==> src/design/dsm_pkg.sv <==
// ----------------------------------------------------------------------------
// dsm_pkg
// Types and constants shared by the expression stack machine modules.
// ----------------------------------------------------------------------------
package dsm_pkg;

  localparam int unsigned DW = 64;

  typedef struct packed {
    logic [7:0]           operation;
    logic signed [DW-1:0] operand;
    logic [DW-1:0]        reg_value;
    logic                 first_op;
    logic                 last_op;
  } dsm_in_t;

  typedef struct packed {
    logic [DW-1:0] top_value;
    logic [4:0]    stack_depth;
    logic          branch_taken;
    logic [2:0]    status;
    logic          done_res;
    logic [1:0]    location_kind;
    logic [DW-1:0] location_value;
  } dsm_out_t;

  // status codes
  localparam logic [2:0] ST_OK    = 3'd0;
  localparam logic [2:0] ST_UNDER = 3'd1;
  localparam logic [2:0] ST_OVER  = 3'd2;
  localparam logic [2:0] ST_DIV0  = 3'd3;
  localparam logic [2:0] ST_UNSUP = 3'd4;
  localparam logic [2:0] ST_EMPTY = 3'd5;

  // location kinds
  localparam logic [1:0] LOC_ADDR = 2'd0;
  localparam logic [1:0] LOC_REG  = 2'd1;
  localparam logic [1:0] LOC_LIT  = 2'd2;

  // opcodes
  localparam logic [7:0] OP_ADDR    = 8'h03;
  localparam logic [7:0] OP_C1U     = 8'h08;
  localparam logic [7:0] OP_C1S     = 8'h09;
  localparam logic [7:0] OP_C2U     = 8'h0a;
  localparam logic [7:0] OP_C2S     = 8'h0b;
  localparam logic [7:0] OP_C4U     = 8'h0c;
  localparam logic [7:0] OP_C4S     = 8'h0d;
  localparam logic [7:0] OP_C8U     = 8'h0e;
  localparam logic [7:0] OP_C8S     = 8'h0f;
  localparam logic [7:0] OP_CONSTU  = 8'h10;
  localparam logic [7:0] OP_CONSTS  = 8'h11;
  localparam logic [7:0] OP_DUP     = 8'h12;
  localparam logic [7:0] OP_DROP    = 8'h13;
  localparam logic [7:0] OP_OVER    = 8'h14;
  localparam logic [7:0] OP_PICK    = 8'h15;
  localparam logic [7:0] OP_SWAP    = 8'h16;
  localparam logic [7:0] OP_ROT     = 8'h17;
  localparam logic [7:0] OP_ABS     = 8'h19;
  localparam logic [7:0] OP_AND     = 8'h1a;
  localparam logic [7:0] OP_DIV     = 8'h1b;
  localparam logic [7:0] OP_MINUS   = 8'h1c;
  localparam logic [7:0] OP_MOD     = 8'h1d;
  localparam logic [7:0] OP_MUL     = 8'h1e;
  localparam logic [7:0] OP_NEG     = 8'h1f;
  localparam logic [7:0] OP_NOT     = 8'h20;
  localparam logic [7:0] OP_OR      = 8'h21;
  localparam logic [7:0] OP_PLUS    = 8'h22;
  localparam logic [7:0] OP_PLUSU   = 8'h23;
  localparam logic [7:0] OP_SHL     = 8'h24;
  localparam logic [7:0] OP_SHR     = 8'h25;
  localparam logic [7:0] OP_SHRA    = 8'h26;
  localparam logic [7:0] OP_XOR     = 8'h27;
  localparam logic [7:0] OP_BRA     = 8'h28;
  localparam logic [7:0] OP_EQ      = 8'h29;
  localparam logic [7:0] OP_GE      = 8'h2a;
  localparam logic [7:0] OP_GT      = 8'h2b;
  localparam logic [7:0] OP_LE      = 8'h2c;
  localparam logic [7:0] OP_LT      = 8'h2d;
  localparam logic [7:0] OP_NE      = 8'h2e;
  localparam logic [7:0] OP_SKIP    = 8'h2f;
  localparam logic [7:0] OP_LIT0    = 8'h30;
  localparam logic [7:0] OP_LIT31   = 8'h4f;
  localparam logic [7:0] OP_REG0    = 8'h50;
  localparam logic [7:0] OP_REG31   = 8'h6f;
  localparam logic [7:0] OP_BREG0   = 8'h70;
  localparam logic [7:0] OP_BREG31  = 8'h8f;
  localparam logic [7:0] OP_REGX    = 8'h90;
  localparam logic [7:0] OP_BREGX   = 8'h92;
  localparam logic [7:0] OP_NOP     = 8'h96;
  localparam logic [7:0] OP_STKVAL  = 8'h9f;

  // command broadcast along the row of stack cells
  typedef enum logic [2:0] {
    CMD_HOLD,
    CMD_PUSH,
    CMD_POP,
    CMD_WTOP,
    CMD_BINOP,
    CMD_SWAP,
    CMD_ROT
  } cell_cmd_t;

  // place of a cell in the row, counted from the top of stack
  typedef enum logic [1:0] {
    POS_TOP,
    POS_SECOND,
    POS_THIRD,
    POS_REST
  } cell_pos_t;

  // long arithmetic operation kinds
  typedef enum logic [1:0] {
    LK_MUL,
    LK_DIV,
    LK_MOD
  } long_kind_t;

  typedef struct packed {
    logic       start;
    long_kind_t kind;
  } long_req_t;

  typedef enum logic [1:0] {
    S_IDLE,
    S_EXEC,
    S_LONG,
    S_FIN
  } dsm_state_t;

endpackage

==> src/design/dsm_long.sv <==
// ----------------------------------------------------------------------------
// dsm_long
// Bit-serial multiply, signed divide and unsigned modulo, one bit a cycle.
// ----------------------------------------------------------------------------
module dsm_long import dsm_pkg::*; (
  input  logic          clk,
  input  logic          rst_n,
  input  long_req_t     req_i,
  input  logic [DW-1:0] a_i,
  input  logic [DW-1:0] b_i,
  output logic          done_o,
  output logic [DW-1:0] result_o
);

  localparam int unsigned SW = $clog2(DW);

  logic          busy_r, busy_nxt;
  logic          done_r, done_nxt;
  logic [SW-1:0] cnt_r, cnt_nxt;
  long_kind_t    kind_r, kind_nxt;
  logic          neg_r, neg_nxt;
  logic [DW-1:0] acc_r, acc_nxt;   // product or remainder
  logic [DW-1:0] x_r, x_nxt;       // multiplicand or dividend/quotient
  logic [DW-1:0] y_r, y_nxt;       // multiplier or divisor
  logic [DW:0]   rem_sh;
  logic [DW:0]   rem_sub;

  // one iteration step
  always_comb begin
    busy_nxt = busy_r;
    done_nxt = 1'b0;
    cnt_nxt  = cnt_r;
    kind_nxt = kind_r;
    neg_nxt  = neg_r;
    acc_nxt  = acc_r;
    x_nxt    = x_r;
    y_nxt    = y_r;
    rem_sh   = {acc_r, x_r[DW-1]};
    rem_sub  = rem_sh - {1'b0, y_r};
    if (req_i.start) begin
      busy_nxt = 1'b1;
      cnt_nxt  = '0;
      kind_nxt = req_i.kind;
      acc_nxt  = '0;
      neg_nxt  = 1'b0;
      if (req_i.kind == LK_DIV) begin
        x_nxt   = a_i[DW-1] ? (DW'(0) - a_i) : a_i;
        y_nxt   = b_i[DW-1] ? (DW'(0) - b_i) : b_i;
        neg_nxt = a_i[DW-1] ^ b_i[DW-1];
      end else begin
        x_nxt = a_i;
        y_nxt = b_i;
      end
    end else if (busy_r) begin
      cnt_nxt = cnt_r + SW'(1);
      if (kind_r == LK_MUL) begin
        if (y_r[0]) acc_nxt = acc_r + x_r;
        x_nxt = {x_r[DW-2:0], 1'b0};
        y_nxt = {1'b0, y_r[DW-1:1]};
      end else begin
        if (!rem_sub[DW]) begin
          acc_nxt = rem_sub[DW-1:0];
          x_nxt   = {x_r[DW-2:0], 1'b1};
        end else begin
          acc_nxt = rem_sh[DW-1:0];
          x_nxt   = {x_r[DW-2:0], 1'b0};
        end
      end
      if (cnt_r == SW'(DW - 1)) begin
        busy_nxt = 1'b0;
        done_nxt = 1'b1;
      end
    end
  end

  always_ff @(posedge clk) begin
    if (!rst_n) begin
      busy_r <= 1'b0;
      done_r <= 1'b0;
      cnt_r  <= '0;
    end else begin
      busy_r <= busy_nxt;
      done_r <= done_nxt;
      cnt_r  <= cnt_nxt;
    end
  end

  always_ff @(posedge clk) begin
    kind_r <= kind_nxt;
    neg_r  <= neg_nxt;
    acc_r  <= acc_nxt;
    x_r    <= x_nxt;
    y_r    <= y_nxt;
  end

  // pick the result for the kind in hand
  always_comb begin
    case (kind_r)
      LK_MUL:  result_o = acc_r;
      LK_DIV:  result_o = neg_r ? (DW'(0) - x_r) : x_r;
      default: result_o = acc_r;
    endcase
  end

  assign done_o = done_r;

endmodule
==> config.mk <==
export PLATFORM = sky130hd
export DESIGN_NAME = dsm_long
export DESIGN_NICKNAME = d
export VERILOG_FILES = /design/src/design/dsm_pkg.sv /design/src/design/dsm_long.sv
export SDC_FILE = /design/constraint.sdc
export NUM_CORES = 1
export LEC_CHECK = 0
export BUFFER_PORTS_ARGS = -buffer_cell sky130_fd_sc_hd__clkbuf_2
export CORE_ASPECT_RATIO = 1.4
export CORE_MARGIN = 5
export CORE_UTILIZATION = 43
export DETAILED_ROUTE_END_ITERATION = 16
export PLACE_DENSITY = 0.68
export SETUP_SLACK_MARGIN = 0.02
export SLEW_MARGIN = 10
export SYNTH_ARGS = -nofsm -noshare
export SYNTH_HDL_FRONTEND = slang
export SYNTH_SLANG_ARGS = --single-unit
==> constraint.sdc <==
create_clock -name clk -period 6.12 [get_ports clk]
set_input_delay 0.306 -clock clk [delete_from_list [all_inputs] [get_ports clk]]
set_output_delay 0.306 -clock clk [all_outputs]
set_load 0.05 [all_outputs]
==> results.py <==
metrics = {
    "timing": {
        "period_share_pct": 76.6,
        "fin_crit_ns": 4.69,
        "relSlewSlack_pct": 14.3,
        "rsz0062_at_grt": "no",
        "fin_skew_ns": 0.0225,
        "worst_pin_slew_ns": 1.28,
        "clock.fmax_ghz": 0.213,
        "slew_violations": 0,
        "setup_tns_ns": 0,
        "setup_violations": 0,
        "finalHoldViolations": 0,
    },
    "grt": {
        "grt_use_met2_pct": 50.7,
        "grt_max_degree": 121,
        "use_met1_pct": 26.3,
        "grt_overflow": 0,
        "met3_usage_pct": 2.05,
        "track_usage_pct": 25.9,
        "antenna_found_initial": 1,
        "grt-busiest-layer": "met2",
        "grt_pass1_wl_um": 112000,
        "grt_pass1_vias": 21100,
    },
    "drt": {
        "drtPass1Iterations": 7,
        "final_antenna_net_count": 0,
        "drc": 0,
        "drt_wl_total_um": 73200,
        "vias_per_cell": 6.02,
        "vias": 21300,
        "drtIter0Drc": 1266,
        "wl_per_cell_um": 20.7,
    },
    "job": {
        "drv_cap": 0,
    },
    "critical_path": {
        "critPathTopFamily": "simple AND/OR/NAND/NOR gates",
        "crit_buf_inv": 1,
        "crit_fanout": 6,
        "required_ns": 5.81,
        "cp.arrival_ns": 4.38,
        "end_kind": "output pin",
        "crit_path_max_incr_delay_ns": 0.48,
        "crit_chain": "nor4_2 > or2b_1 > nor3_1 > nand3_1 > nor2_1 > nand3_1 > or3_1 > o41ai_1 > xor2_1 > o21ai_0 > clkbuf_2",
        "crit_type": "flop to output pin",
        "crit_path_frequent_cell": "nand3_1",
        "slowest_stage": "edfxtp_1",
        "r2r_setup_slack_ns": 1.75,
        "start_kind": "flop",
    },
    "placed_design": {
        "globalplace.congestion": 0.945,
        "place_area_um2": 22600,
        "placed_cells_incl_taps": 3488,
        "post-dp-hpwl_um": 58800,
        "io_buffers": 197,
    },
    "power_and_ir_drop": {
        "power_w": 0.00581,
        "p_comb_share_pct": 39.0,
        "power_leakage_nw": 9.62,
        "power.net_switching_w": 0.00235,
        "p_per_area_nw_per_um2": 247,
        "power_switching_share_pct": 40.5,
        "irDropWorstVdd_mv": 0.267,
        "power.internal_w": 0.00346,
        "seqPwrFrac_pct": 31.5,
        "pwr-share-clk_pct": 29.5,
    },
    "clocking": {
        "clk_latency_ns": 0.56,
        "htreeDepth": 1,
        "numCtsBuffers": 25,
        "cts_tree": "done",
        "numClockSinks": 203,
        "cts_root_buf": "clkbuf_16",
        "clk_pin_slew_worst_paths_ns": 0.06,
        "clock_path_buffers": 3,
        "cts_resized": 0,
    },
    "synth": {
        "synth_cell_types": 86,
        "ys_warn_count": 0,
        "synth_nets": 3052,
        "ys.flop_type": "edfxtp_1",
        "async_reset_ff_share_pct": 0,
        "synth_top_area_cell": "edfxtp_1",
        "synth_cells": 2786,
        "ys_seq_elements": 203,
        "synth_area_um2": 21200,
        "yosys.area.top_type_share_pct": 18.6,
        "syn_avg_cell_area_um2": 7.60,
        "synth_edf_count": 131,
        "ys_top_cells_by_area": "edfxtp_1 19%, a21oi_1 8.1%, ha_1 7.7%",
        "yosysSeqAreaShare_pct": 25.4,
    },
    "hold_path": {
        "hold_class": "input pin to flop",
    },
    "floorplanning": {
        "start_util_pct": 43.3,
        "die_h_um": 273,
        "design.core.area_um2": 48900,
        "dieArea_um2": 53800,
        "num_rows": 96,
        "die_x_um": 198,
        "pin_count": 198,
    },
    "cells_and_area": {
        "final_nets": 3148,
        "layout-drive-gt1-share_pct": 10.6,
        "num_antenna_cells": 0,
        "fin_util_pct": 48.1,
        "syn_to_final_growth_pct": 11.1,
        "num-fill-cells": 4899,
        "layout_common_cells": "342 x a21oi_1, 310 x nor2_1, 258 x nand2_1",
        "fin_cells": 3537,
        "final_common_cell": "a21oi_1",
        "fin_area_um2": 23500,
    },
    "outcome": {
        "status": "finished, final reports clean",
    },
}
repair_timing:
item                      4_1_cts  5_1_grt
setup buffers                   0        0
hold buffers                    3        0
hold endpoints to repair        3        0
routing by layer:
metal | wire (um) | up-vias
met2 | 39900 | 634
met5 | 0 | -
li1 | - | 10300
met4 | 5100 | 0
met1 | 25700 | 10100
met3 | 2540 | 232
layout make-up:
type / count / area (um^2) / area share, %
clock buffers: 28 / 637 / 2.71
clock inverters: 17 / 282 / 1.20
inverters: 120 / 450 / 1.92
multi-input cells: 2317 / 14800 / 63.0
flip-flops and latches: 203 / 5380 / 22.9
well taps: 637 / 797 / 3.39
repair buffers: 215 / 1150 / 4.91
cell usage after synthesis, drive strengths merged (13+ instances only):
cell type and count:
o21a 13, or3 24, ha 131, xnor2 143, o21bai 24, and2 16, a31oi 34, or4 23
nand2b 31, a211oi 44, xor2 159, nor2 312, a21o 72, edfxtp 131, clkbuf 130, nor3 52
nor4 23, o31ai 47, o211ai 16, o41ai 22, a21oi 342, mux2 13, and3 17, mux2i 43
buf 16, dfxtp 72, o21ai 242, nand2 259, nand3 46, nand4 33, inv 119
power by group through the flow:
stage          sequential (W)  combinational [W]  clock [W]
4_1_cts               0.00183            0.00226    0.00175
3_3_place_gp          0.00185            0.00223          0
6_report              0.00183            0.00227    0.00172
3_5_place_dp          0.00186            0.00225          0
5_1_grt               0.00184            0.00247    0.00180
2_1_floorplan         0.00175            0.00166          0
registers in the layout (all words and copies together) (netlist names):
signal,cells
x_r,64
y_r,64
kind_r,2
busy_r,1
cnt_r,6
acc_r,64
done_o,1
neg_r,1
cell families (layout without fill, tap and decap cells):
family	count (synthesis)	in the layout	synth area share [%]
flip-flops	203	203	25.4
multiplexers	56	56	2.72
XOR/XNOR	302	302	12.5
adder cells (fa/ha/maj)	133	133	7.93
buffers and inverters	266	380	4.82
AND/OR/NAND/NOR	879	879	19.5
AO/OA/AOI/OAI	947	947	27.1
per-stage QoR:
stage                     setup slack [ns]  hold WS [ns]
after floorplan                       1.67         0.405
after global placement                1.88         0.474
after detailed placement              1.88         0.487
after CTS                             1.43         0.115
after global routing                  1.23         0.154
final                                 1.43         0.141
tightest hold or removal path, stage by stage:
cell,delay (ns)
clkbuf_2,0.12
nand3_1,0.08
o21ai_0,0.08
final timing paths:
check	cells past startpoint	endpoint	start
max reg2reg	15	acc_r[0]$_SDFFE_PP0P_	x_r[63]$_DFFE_PP_
min reg2reg	2	done_o$_SDFF_PP0_	cnt_r[5]$_SDFFE_PP0P_
max	11	result_o[59]	x_r[5]$_DFFE_PP_
min	3	x_r[63]$_DFFE_PP_	a_i[63]
No activity file was read; power rests on OpenSTA's default activity.
