===== config.mk =====
export PLATFORM = sky130hd
export DESIGN_NAME = dsm_cell
export DESIGN_NICKNAME = d
export VERILOG_FILES = /design/src/design/dsm_pkg.sv /design/src/design/dsm_cell.sv
export SDC_FILE = /design/constraint.sdc
export NUM_CORES = 1
export LEC_CHECK = 0
export ABC_AREA = 1
export BUFFER_PORTS_ARGS = -buffer_cell sky130_fd_sc_hd__clkbuf_2
export CORE_MARGIN = 4
export CORE_UTILIZATION = 30
export CTS_CLUSTER_DIAMETER = 50
export DETAILED_ROUTE_END_ITERATION = 6
export GPL_ROUTABILITY_DRIVEN = 0
export SETUP_SLACK_MARGIN = 0.3
export SLEW_MARGIN = 25
export SYNTH_ARGS = -nofsm -noshare
export SYNTH_HDL_FRONTEND = slang
export SYNTH_SLANG_ARGS = --single-unit

===== constraint.sdc =====
create_clock -name clk -period 13.1 [get_ports clk]
set_input_delay 2.62 -clock clk [delete_from_list [all_inputs] [get_ports clk]]
set_output_delay 2.62 -clock clk [all_outputs]
set_load 0.01 [all_outputs]

===== src/design/dsm_pkg.sv =====
// ----------------------------------------------------------------------------
// dsm_pkg
// Types and constants shared by the expression stack machine modules.
// ----------------------------------------------------------------------------
package dsm_pkg;

  localparam int unsigned DW = 64;

  typedef struct packed {
    logic [7:0]           operation;
    logic signed [DW-1:0] operand;
    logic [DW-1:0]        reg_value;
    logic                 first_op;
    logic                 last_op;
  } dsm_in_t;

  typedef struct packed {
    logic [DW-1:0] top_value;
    logic [4:0]    stack_depth;
    logic          branch_taken;
    logic [2:0]    status;
    logic          done_res;
    logic [1:0]    location_kind;
    logic [DW-1:0] location_value;
  } dsm_out_t;

  // status codes
  localparam logic [2:0] ST_OK    = 3'd0;
  localparam logic [2:0] ST_UNDER = 3'd1;
  localparam logic [2:0] ST_OVER  = 3'd2;
  localparam logic [2:0] ST_DIV0  = 3'd3;
  localparam logic [2:0] ST_UNSUP = 3'd4;
  localparam logic [2:0] ST_EMPTY = 3'd5;

  // location kinds
  localparam logic [1:0] LOC_ADDR = 2'd0;
  localparam logic [1:0] LOC_REG  = 2'd1;
  localparam logic [1:0] LOC_LIT  = 2'd2;

  // opcodes
  localparam logic [7:0] OP_ADDR    = 8'h03;
  localparam logic [7:0] OP_C1U     = 8'h08;
  localparam logic [7:0] OP_C1S     = 8'h09;
  localparam logic [7:0] OP_C2U     = 8'h0a;
  localparam logic [7:0] OP_C2S     = 8'h0b;
  localparam logic [7:0] OP_C4U     = 8'h0c;
  localparam logic [7:0] OP_C4S     = 8'h0d;
  localparam logic [7:0] OP_C8U     = 8'h0e;
  localparam logic [7:0] OP_C8S     = 8'h0f;
  localparam logic [7:0] OP_CONSTU  = 8'h10;
  localparam logic [7:0] OP_CONSTS  = 8'h11;
  localparam logic [7:0] OP_DUP     = 8'h12;
  localparam logic [7:0] OP_DROP    = 8'h13;
  localparam logic [7:0] OP_OVER    = 8'h14;
  localparam logic [7:0] OP_PICK    = 8'h15;
  localparam logic [7:0] OP_SWAP    = 8'h16;
  localparam logic [7:0] OP_ROT     = 8'h17;
  localparam logic [7:0] OP_ABS     = 8'h19;
  localparam logic [7:0] OP_AND     = 8'h1a;
  localparam logic [7:0] OP_DIV     = 8'h1b;
  localparam logic [7:0] OP_MINUS   = 8'h1c;
  localparam logic [7:0] OP_MOD     = 8'h1d;
  localparam logic [7:0] OP_MUL     = 8'h1e;
  localparam logic [7:0] OP_NEG     = 8'h1f;
  localparam logic [7:0] OP_NOT     = 8'h20;
  localparam logic [7:0] OP_OR      = 8'h21;
  localparam logic [7:0] OP_PLUS    = 8'h22;
  localparam logic [7:0] OP_PLUSU   = 8'h23;
  localparam logic [7:0] OP_SHL     = 8'h24;
  localparam logic [7:0] OP_SHR     = 8'h25;
  localparam logic [7:0] OP_SHRA    = 8'h26;
  localparam logic [7:0] OP_XOR     = 8'h27;
  localparam logic [7:0] OP_BRA     = 8'h28;
  localparam logic [7:0] OP_EQ      = 8'h29;
  localparam logic [7:0] OP_GE      = 8'h2a;
  localparam logic [7:0] OP_GT      = 8'h2b;
  localparam logic [7:0] OP_LE      = 8'h2c;
  localparam logic [7:0] OP_LT      = 8'h2d;
  localparam logic [7:0] OP_NE      = 8'h2e;
  localparam logic [7:0] OP_SKIP    = 8'h2f;
  localparam logic [7:0] OP_LIT0    = 8'h30;
  localparam logic [7:0] OP_LIT31   = 8'h4f;
  localparam logic [7:0] OP_REG0    = 8'h50;
  localparam logic [7:0] OP_REG31   = 8'h6f;
  localparam logic [7:0] OP_BREG0   = 8'h70;
  localparam logic [7:0] OP_BREG31  = 8'h8f;
  localparam logic [7:0] OP_REGX    = 8'h90;
  localparam logic [7:0] OP_BREGX   = 8'h92;
  localparam logic [7:0] OP_NOP     = 8'h96;
  localparam logic [7:0] OP_STKVAL  = 8'h9f;

  // command broadcast along the row of stack cells
  typedef enum logic [2:0] {
    CMD_HOLD,
    CMD_PUSH,
    CMD_POP,
    CMD_WTOP,
    CMD_BINOP,
    CMD_SWAP,
    CMD_ROT
  } cell_cmd_t;

  // place of a cell in the row, counted from the top of stack
  typedef enum logic [1:0] {
    POS_TOP,
    POS_SECOND,
    POS_THIRD,
    POS_REST
  } cell_pos_t;

  // long arithmetic operation kinds
  typedef enum logic [1:0] {
    LK_MUL,
    LK_DIV,
    LK_MOD
  } long_kind_t;

  typedef struct packed {
    logic       start;
    long_kind_t kind;
  } long_req_t;

  typedef enum logic [1:0] {
    S_IDLE,
    S_EXEC,
    S_LONG,
    S_FIN
  } dsm_state_t;

endpackage


===== src/design/dsm_cell.sv =====
// ----------------------------------------------------------------------------
// dsm_cell
// One stack entry; loads from its neighbours or the shared bus on command.
// ----------------------------------------------------------------------------
module dsm_cell import dsm_pkg::*; (
  input  logic          clk,
  input  cell_cmd_t     cmd_i,
  input  cell_pos_t     pos_i,
  input  logic [DW-1:0] above_i,
  input  logic [DW-1:0] below_i,
  input  logic [DW-1:0] bus_i,
  output logic [DW-1:0] value_o
);

  logic [DW-1:0] value_r;
  logic [DW-1:0] value_nxt;

  // select the source for this entry
  always_comb begin
    value_nxt = value_r;
    unique case (cmd_i)
      CMD_HOLD:  value_nxt = value_r;
      CMD_PUSH:  value_nxt = above_i;
      CMD_POP:   value_nxt = below_i;
      CMD_WTOP:  value_nxt = (pos_i == POS_TOP) ? bus_i : value_r;
      CMD_BINOP: value_nxt = (pos_i == POS_TOP) ? bus_i : below_i;
      CMD_SWAP: begin
        if (pos_i == POS_TOP) value_nxt = below_i;
        else if (pos_i == POS_SECOND) value_nxt = above_i;
      end
      CMD_ROT: begin
        if (pos_i == POS_TOP || pos_i == POS_SECOND) value_nxt = below_i;
        else if (pos_i == POS_THIRD) value_nxt = bus_i;
      end
      default: value_nxt = value_r;
    endcase
  end

  always_ff @(posedge clk) begin
    value_r <= value_nxt;
  end

  assign value_o = value_r;

endmodule


==> impl_metrics.sql, run 1 <==
INSERT INTO impl_metrics (metric_group, metric, value, unit) VALUES
('status', 'status', 'complete, no violations', ''),
('worst_hold_path', 'min_delay_path_depth', '3', ''),
('critical_path', 'critical_path_arrival', '5.77', 'ns'),
('timing', 'finalCriticalPeriod', '5.80', 'ns'),
('clocking', 'clk_pin_slew', '0.06', 'ns'),
('worst_hold_path', 'min-delay-start', 'above_i[29]', ''),
('power', 'power.total', '0.793', 'mW'),
('clocking', 'count_of_buffers_added_by_post_cts_timing_repair_for_setup', '0', ''),
('logic_synthesis', 'synthDistinctLibCells', '18', ''),
('floorplan', 'horizontal_die_dimension', '167', 'um'),
('logic_synthesis', 'post_synth.cell_area_avg', '5.26', 'um2'),
('critical_path', 'crit_path_max_incr_delay', '0.75', 'ns'),
('logic_synthesis', 'synth_sequential_area_ratio', '25.3', '%'),
('grt', 'largest_net_degree_at_the_start_of_global_routing', '77', ''),
('critical_path', 'critPathSlowestCell', 'sky130_fd_sc_hd__nand3_1', ''),
('clocking', 'ctsLongestPathBuffers', '2', ''),
('floorplan', 'floorplan.core_area', '24600', 'um2'),
('logic_synthesis', 'synthesis.instances', '1444', ''),
('grt', 'first_global_vias', '9198', ''),
('timing', 'slew_viol_final', '0', ''),
('job', 'cap_violations', '0', ''),
('clocking', 'htree_num_levels', '3', ''),
('finish', 'final_net_count', '1836', ''),
('finish', 'fillers', '2697', ''),
('critical_path', 'startpoint_class_of_the_critical_path', 'primary input', ''),
('timing', 'relSlewSlack', '40.0', '%'),
('drt', 'route.detailed.wl_per_inst', '14.9', 'um'),
('clocking', 'clkSinkCount', '64', ''),
('timing', 'worst_slack', '7.30', 'ns'),
('critical_path', 'criticalPathCategory', 'in -> reg', ''),
('finish', 'final_design_area_no_fill', '9320', 'um2'),
('critical_path', 'required_time_worst_endpoint', '13.07', 'ns'),
('critical_path', 'timing.critical_path.mode_cell', 'sky130_fd_sc_hd__buf_4', ''),
('floorplan', 'chipHeight', '167', 'um'),
('place', 'detailedPlace.worstSlack', '6.87', 'ns'),
('floorplan', 'rows', '57', ''),
('grt', 'overflow', '0', ''),
('clocking', 'cts_bufs_inserted', '9', ''),
('timing', 'final_hold_viol_count', '0', ''),
('drt', 'detailroute.via_count', '9490', ''),
('place', 'port_buffers', '261', ''),
('critical_path', 'path_cells', 'clkbuf_2 > inv_2 > buf_4 > nand3_1 > inv_2 > buf_4 > nand2_1 > a21oi_1 > nor2_4 > buf_4', ''),
('finish', 'synthToLayoutAreaGrowth', '22.8', '%'),
('logic_synthesis', 'nets_in_the_synthesized_netlist', '1642', ''),
('logic_synthesis', 'ys_ff_latch', '64', ''),
('drt', 'detailedRoute.firstPassIterationCount', '5', ''),
('timing', 'timing.final.setup_violations', '0', ''),
('drt', 'drt_drc_violations_left', '0', ''),
('grt', 'grt_first_pass_wirelength', '47.6', 'mm'),
('power', 'cellPowerDensity', '85.0', 'nW/um2'),
('power', 'ir_drop', '45.2', 'uV'),
('drt', 'detail_route.vias_per_cell', '4.83', ''),
('clocking', 'tritoncts', 'done', ''),
('worst_hold_path', 'min-delay-path-class', 'in -> reg', ''),
('finish', 'drive_gt1_share', '18.3', '%'),
('floorplan', 'top_level_ports', '262', ''),
('power', 'power.leakage', '5.41', 'nW'),
('floorplan', 'fp.dieArea', '27900', 'um2'),
('clocking', 'ctsRootBufferMaster', 'sky130_fd_sc_hd__clkbuf_16', ''),
('grt', 'global_route.usage.total', '20.5', '%'),
('logic_synthesis', 'synth-warning-count', '0', ''),
('critical_path', 'crit_fanout', '65', ''),
('timing', 'setup_repair_after_global_routing_missed_its_margin', 'no', ''),
('clocking', 'cts_hold_buffers', '0', ''),
('clocking', 'number_of_gates_given_a_new_drive_strength_after_cts', '0', ''),
('floorplan', 'starting_density_of_the_core', '30.9', '%'),
('critical_path', 'crit_path_end_kind', 'flop', ''),
('timing', 'timing.fmax', '0.172', 'GHz'),
('place', 'placement.cell_area', '9040', 'um2'),
('drt', 'route.final.wire_length', '29.3', 'mm'),
('finish', 'postLayoutCoreUtil', '37.9', '%'),
('worst_hold_path', 'holdPathEnd', 'value_o[29]', ''),
('timing', 'setup_tns', '0', 'ns'),
('grt', 'grt_antenna_before_repair', '2', ''),
('drt', 'ant_nets', '0', ''),
('finish', 'largest_register_ff_count', '64', ''),
('place', 'dpl.hpwl', '18.9', 'mm'),
('drt', 'drt-initial-drc-count', '773', ''),
('timing', 'layout_worst_path_cycle_share', '44.3', '%'),
('logic_synthesis', 'syn-cell-area', '7590', 'um2'),
('timing', 'timing_worst_slew_pin_value', '0.901', 'ns');
-- worst max-delay path: cells and delay by family --
family	cells	cell delay, ns
buf+inv	6	1.88
compound gates	1	0.24
simple gates	3	0.95
-- metrics by stage --
stage                     instances  hold slack, ns
after floorplan                1444            2.82
after global placement         1951            2.93
after detailed placement       1951            2.93
after CTS                      1965            2.58
after global routing           1966            2.58
final                          1966            2.60
-- synth_stat cells, drive strengths merged --
master | number | area [um2]
nand3 | 120 | 601
nor2 | 88 | 333
edfxtp | 64 | 1920
o21ai | 17 | 88.8
nand2 | 742 | 2790
buf | 62 | 299
clkinv | 1 | 3.75
a21oi | 65 | 325
nand4 | 64 | 400
inv | 190 | 713
clkbuf | 30 | 113
o221ai | 1 | 8.76
-- cell families after synthesis --
kind of cell	share of synthesized area [%]
AO/OA/AOI/OAI	5.57
AND/OR/NAND/NOR	54.3
flip-flops	25.3
buffers and inverters	14.9
-- how the worst max path moves through the flow --
| stage | from | end | cells after the start |
|---|---|---|---|
| final | cmd_i[0] | value_o[36] | 10 |
| after global routing | cmd_i[0] | value_o[36] | 10 |
| after detailed placement | cmd_i[0] | value_o[53] | 10 |
| after floorplan | cmd_i[2] | value_o[0] | 5 |
| after global placement | cmd_i[0] | value_o[48] | 10 |
| after CTS | cmd_i[0] | value_o[28] | 10 |
-- area by class of cell --
| cell class | count | area, um2 | area share, % |
|---|---|---|---|
| antenna | 1 | 2.50 | 0.0268 |
| multi-input combinational | 1097 | 4590 | 49.2 |
| timing repair buffer | 275 | 1410 | 15.1 |
| sequential | 64 | 1920 | 20.6 |
| tap | 324 | 405 | 4.35 |
| clock inverter | 5 | 50.0 | 0.537 |
| inverter | 191 | 717 | 7.69 |
| clock buffer | 9 | 225 | 2.42 |
-- metal layers --
metal	global-route usage [%]	part of all wire (%)	vias up
li1	-	-	4845
met1	26.2	43	4217
met2	35.4	47	393
met3	3.91	7.5	33
met4	5.91	1.8	2
met5	0	0.068	-
-- power by group --
| part | internal, mW | switching [mW] |
|---|---|---|
| Clock | 0.144 | 0.0976 |
| Combinational | 0.0925 | 0.172 |
| Sequential | 0.274 | 0.0127 |
| Total | 0.511 | 0.282 |
-- placed cells by master (no fill, tap or decap) --
cell / n
sky130_fd_sc_hd__a21oi_1: 65
sky130_fd_sc_hd__buf_4: 14
sky130_fd_sc_hd__bufinv_16: 1
sky130_fd_sc_hd__clkbuf_16: 9
sky130_fd_sc_hd__clkbuf_2: 261
sky130_fd_sc_hd__clkinv_1: 3
sky130_fd_sc_hd__clkinv_2: 1
sky130_fd_sc_hd__clkinvlp_4: 1
sky130_fd_sc_hd__diode_2: 1
sky130_fd_sc_hd__edfxtp_1: 64
sky130_fd_sc_hd__inv_1: 183
sky130_fd_sc_hd__inv_2: 7
sky130_fd_sc_hd__nand2_1: 741
sky130_fd_sc_hd__nand2_4: 1
sky130_fd_sc_hd__nand3_1: 119
sky130_fd_sc_hd__nand3_2: 1
sky130_fd_sc_hd__nand4_1: 64
sky130_fd_sc_hd__nor2_1: 84
sky130_fd_sc_hd__nor2_4: 4
sky130_fd_sc_hd__o21ai_0: 16
sky130_fd_sc_hd__o21ai_4: 1
sky130_fd_sc_hd__o221ai_1: 1
No activity file was read; power rests on OpenSTA's default activity.
==> inputs of run 2 (changes only) <==
--- a/config.mk
+++ b/config.mk
@@ -5,7 +5,7 @@
 export SDC_FILE = /design/constraint.sdc
 export NUM_CORES = 1
 export LEC_CHECK = 0
-export ABC_AREA = 1
+export ABC_AREA = 0
 export BUFFER_PORTS_ARGS = -buffer_cell sky130_fd_sc_hd__clkbuf_2
 export CORE_MARGIN = 4
 export CORE_UTILIZATION = 30
==> constraint.sdc (replaced) <==
create_clock -name clk -period 5.2 [get_ports clk]
set_input_delay 1.04 -clock clk [delete_from_list [all_inputs] [get_ports clk]]
set_output_delay 1.04 -clock clk [all_outputs]
set_load 0.01 [all_outputs]
==> run 2 against run 1 <==
Net effect: combinational power rose to 2.7 times the previous value; global-route usage fell by 2.5 points; clock power rose to 2.6 times the previous value; largest cell class unchanged; flip-flop and latch count did not move; worst setup slack got worse by 5.5 ns; first-iteration DRC count fell by 28%.
==> impl_metrics.sql, run 2 <==
INSERT INTO impl_metrics (metric_group, metric, value, unit) VALUES
('finish', 'final_net_count', '1330', ''),
('finish', 'layout.cells.most_common', 'sky130_fd_sc_hd__clkbuf_2', ''),
('floorplan', 'floorplan.core_area', '27200', 'um2'),
('timing', 'final_hold_viol_count', '0', ''),
('critical_path', 'crit_path_end_kind', 'flop', ''),
('status', 'status', 'complete, no violations', ''),
('clocking', 'number_of_gates_given_a_new_drive_strength_after_cts', '0', ''),
('finish', 'final_design_area_no_fill', '9840', 'um2'),
('clocking', 'htree_num_levels', '3', ''),
('clocking', 'cts_bufs_inserted', '9', ''),
('finish', 'post_layout_nonfiller_instances', '1508', ''),
('timing', 'timing.final.setup_violations', '0', ''),
('critical_path', 'critPathSlowestCell', 'sky130_fd_sc_hd__and3b_2', ''),
('critical_path', 'required_time_worst_endpoint', '5.36', 'ns'),
('timing', 'worst_slack', '1.84', 'ns'),
('logic_synthesis', 'synth.largest_area_cell', 'sky130_fd_sc_hd__edfxtp_1', ''),
('timing', 'timing_worst_slew_pin_value', '1.04', 'ns'),
('floorplan', 'rows', '60', ''),
('drt', 'ant_nets', '0', ''),
('worst_hold_path', 'min-delay-path-class', 'in -> reg', ''),
('place', 'placed_cells', '1493', ''),
('logic_synthesis', 'synthesis.instances', '973', ''),
('clocking', 'clk_pin_slew', '0.07', 'ns'),
('finish', 'largest_register_ff_count', '64', ''),
('logic_synthesis', 'synth_sequential_area_ratio', '23.1', '%'),
('timing', 'finalCriticalPeriod', '3.36', 'ns'),
('floorplan', 'top_level_ports', '262', ''),
('logic_synthesis', 'async_flop_share', '0', '%'),
('logic_synthesis', 'synth_edf_count', '64', ''),
('grt', 'overflow', '0', ''),
('logic_synthesis', 'nets_in_the_synthesized_netlist', '1171', ''),
('logic_synthesis', 'ys_top_cells_by_count', 'sky130_fd_sc_hd__o21ai_0, sky130_fd_sc_hd__nor3b_1, sky130_fd_sc_hd__o21a_1', ''),
('grt', 'first_global_vias', '8119', ''),
('logic_synthesis', 'synthDistinctLibCells', '23', ''),
('timing', 'layout_worst_path_cycle_share', '64.6', '%'),
('power', 'power.total', '2.06', 'mW'),
('timing', 'relSlewSlack', '30.5', '%'),
('clocking', 'tritoncts', 'done', ''),
('place', 'placement.cell_area', '9560', 'um2'),
('timing', 'setup_tns', '0', 'ns'),
('floorplan', 'chipHeight', '175', 'um'),
('power', 'power.leakage', '3.71', 'nW'),
('logic_synthesis', 'post_synth.cell_area_avg', '8.57', 'um2'),
('grt', 'global_route.usage.total', '18.0', '%'),
('drt', 'detail_route.vias_per_cell', '5.68', ''),
('critical_path', 'crit_path_max_incr_delay', '0.99', 'ns'),
('floorplan', 'horizontal_die_dimension', '175', 'um'),
('logic_synthesis', 'synth-warning-count', '0', ''),
('clocking', 'count_of_buffers_added_by_post_cts_timing_repair_for_setup', '0', ''),
('floorplan', 'starting_density_of_the_core', '30.7', '%'),
('timing', 'timing.fmax', '0.298', 'GHz'),
('finish', 'fillers', '2863', ''),
('drt', 'detailedRoute.firstPassIterationCount', '4', ''),
('job', 'cap_violations', '0', ''),
('place', 'detailedPlace.worstSlack', '1.43', 'ns'),
('logic_synthesis', 'syn-cell-area', '8340', 'um2'),
('drt', 'drt_drc_violations_left', '0', ''),
('timing', 'setup_repair_after_global_routing_missed_its_margin', 'no', ''),
('finish', 'multi_input_comb_area', '5710', 'um2'),
('power', 'ir_drop', '132', 'uV'),
('finish', 'postLayoutCoreUtil', '36.2', '%'),
('finish', 'number_of_antenna_repair_diodes', '0', ''),
('critical_path', 'startpoint_class_of_the_critical_path', 'primary input', ''),
('grt', 'largest_net_degree_at_the_start_of_global_routing', '172', ''),
('logic_synthesis', 'ys.flop_type', 'sky130_fd_sc_hd__edfxtp_1', ''),
('clocking', 'ctsRootBufferMaster', 'sky130_fd_sc_hd__clkbuf_16', ''),
('logic_synthesis', 'ys_top_cells_by_area', 'sky130_fd_sc_hd__edfxtp_1, sky130_fd_sc_hd__nor3b_1, sky130_fd_sc_hd__o21a_1', ''),
('timing', 'slew_viol_final', '0', ''),
('logic_synthesis', 'ys_ff_latch', '64', ''),
('timing', 'fin_hold_ws', '1.09', 'ns'),
('critical_path', 'path_cells', 'buf_2 > and3b_2 > buf_4 > o21ai_1 > a41oi_1', ''),
('finish', 'drive_gt1_share', '31.4', '%'),
('clocking', 'cts_hold_buffers', '0', ''),
('critical_path', 'criticalPathCategory', 'in -> reg', ''),
('logic_synthesis', 'yosys.area.top_type_share', '23.1', '%'),
('drt', 'detailroute.via_count', '8568', ''),
('drt', 'route.detailed.wl_per_inst', '19.1', 'um'),
('drt', 'drt-initial-drc-count', '553', ''),
('place', 'port_buffers', '261', ''),
('finish', 'seqCellArea', '1920', 'um2'),
('floorplan', 'fp.dieArea', '30500', 'um2'),
('clocking', 'ctsLongestPathBuffers', '2', ''),
('drt', 'route.final.wire_length', '28.9', 'mm'),
('grt', 'grt_first_pass_wirelength', '45.1', 'mm'),
('critical_path', 'worst-path-buf-inv', '2', ''),
('logic_synthesis', 'yosysMostFrequentCell', 'sky130_fd_sc_hd__o21ai_0', ''),
('critical_path', 'critical_path_arrival', '3.52', 'ns'),
('clocking', 'clkSinkCount', '64', ''),
('critical_path', 'critical-path-top-delay-family', 'buffers and inverters', ''),
('finish', 'final_cell_mix', 'sky130_fd_sc_hd__clkbuf_2, sky130_fd_sc_hd__o21ai_0, sky130_fd_sc_hd__nor3b_1, sky130_fd_sc_hd__o21a_1, sky130_fd_sc_hd__a21oi_1', ''),
('finish', 'synthToLayoutAreaGrowth', '18.0', '%'),
('place', 'dpl.hpwl', '17.9', 'mm'),
('power', 'cellPowerDensity', '209', 'nW/um2'),
('grt', 'grt_antenna_before_repair', '0', ''),
('critical_path', 'crit_fanout', '50', '');
-- run 2: cell count changes after synthesis, sizes merged, moves of 88 or more --
cell   before  now
nand3     120    2
o21a        0  128
nand2     742    0
nor2       88    0
inv       190    1
nor3b       0  129
o21ai      17  195
-- run 2: logic make-up (layout without fill, tap and decap cells) --
group	count (synthesis)	after routing	synth area share (%)
buffers and inverters	130	293	8.74
multiplexers	128	128	16.3
AO/OA/AOI/OAI	517	517	39.7
flip-flops	64	64	23.1
AND/OR/NAND/NOR	134	134	12.2
-- run 2: where the power goes --
part | switching [mW] | internal [mW] | total (mW)
registers | 0.0311 | 0.679 | 0.710
logic | 0.409 | 0.314 | 0.723
clock network | 0.260 | 0.366 | 0.626
total | 0.701 | 1.36 | 2.06
-- run 2: layout make-up --
cell class / instances / share of cell area [%]
Clock buffer: 10 / 2.33
Inverter: 1 / 0.0381
Tap cell: 372 / 4.73
Clock inverter: 5 / 0.496
Sequential cell: 64 / 19.5
Multi-Input combinational cell: 779 / 58.0
Timing Repair Buffer: 277 / 14.9
-- run 2: worst paths after layout --
kind | startpoint | end | slack [ns] | cells after the start
setup / recovery | cmd_i[2] | value_o[42] | 1.84 | 5
hold / removal | above_i[60] | value_o[60] | 1.09 | 3
-- run 2: metal layers --
metal | global-route usage (%) | routed length (um) | up-vias
li1 | - | - | 4109
met1 | 24.3 | 12900 | 4116
met2 | 28.8 | 13400 | 305
met3 | 3.48 | 1820 | 38
met4 | 6.19 | 654 | 0
met5 | 0 | 0 | -
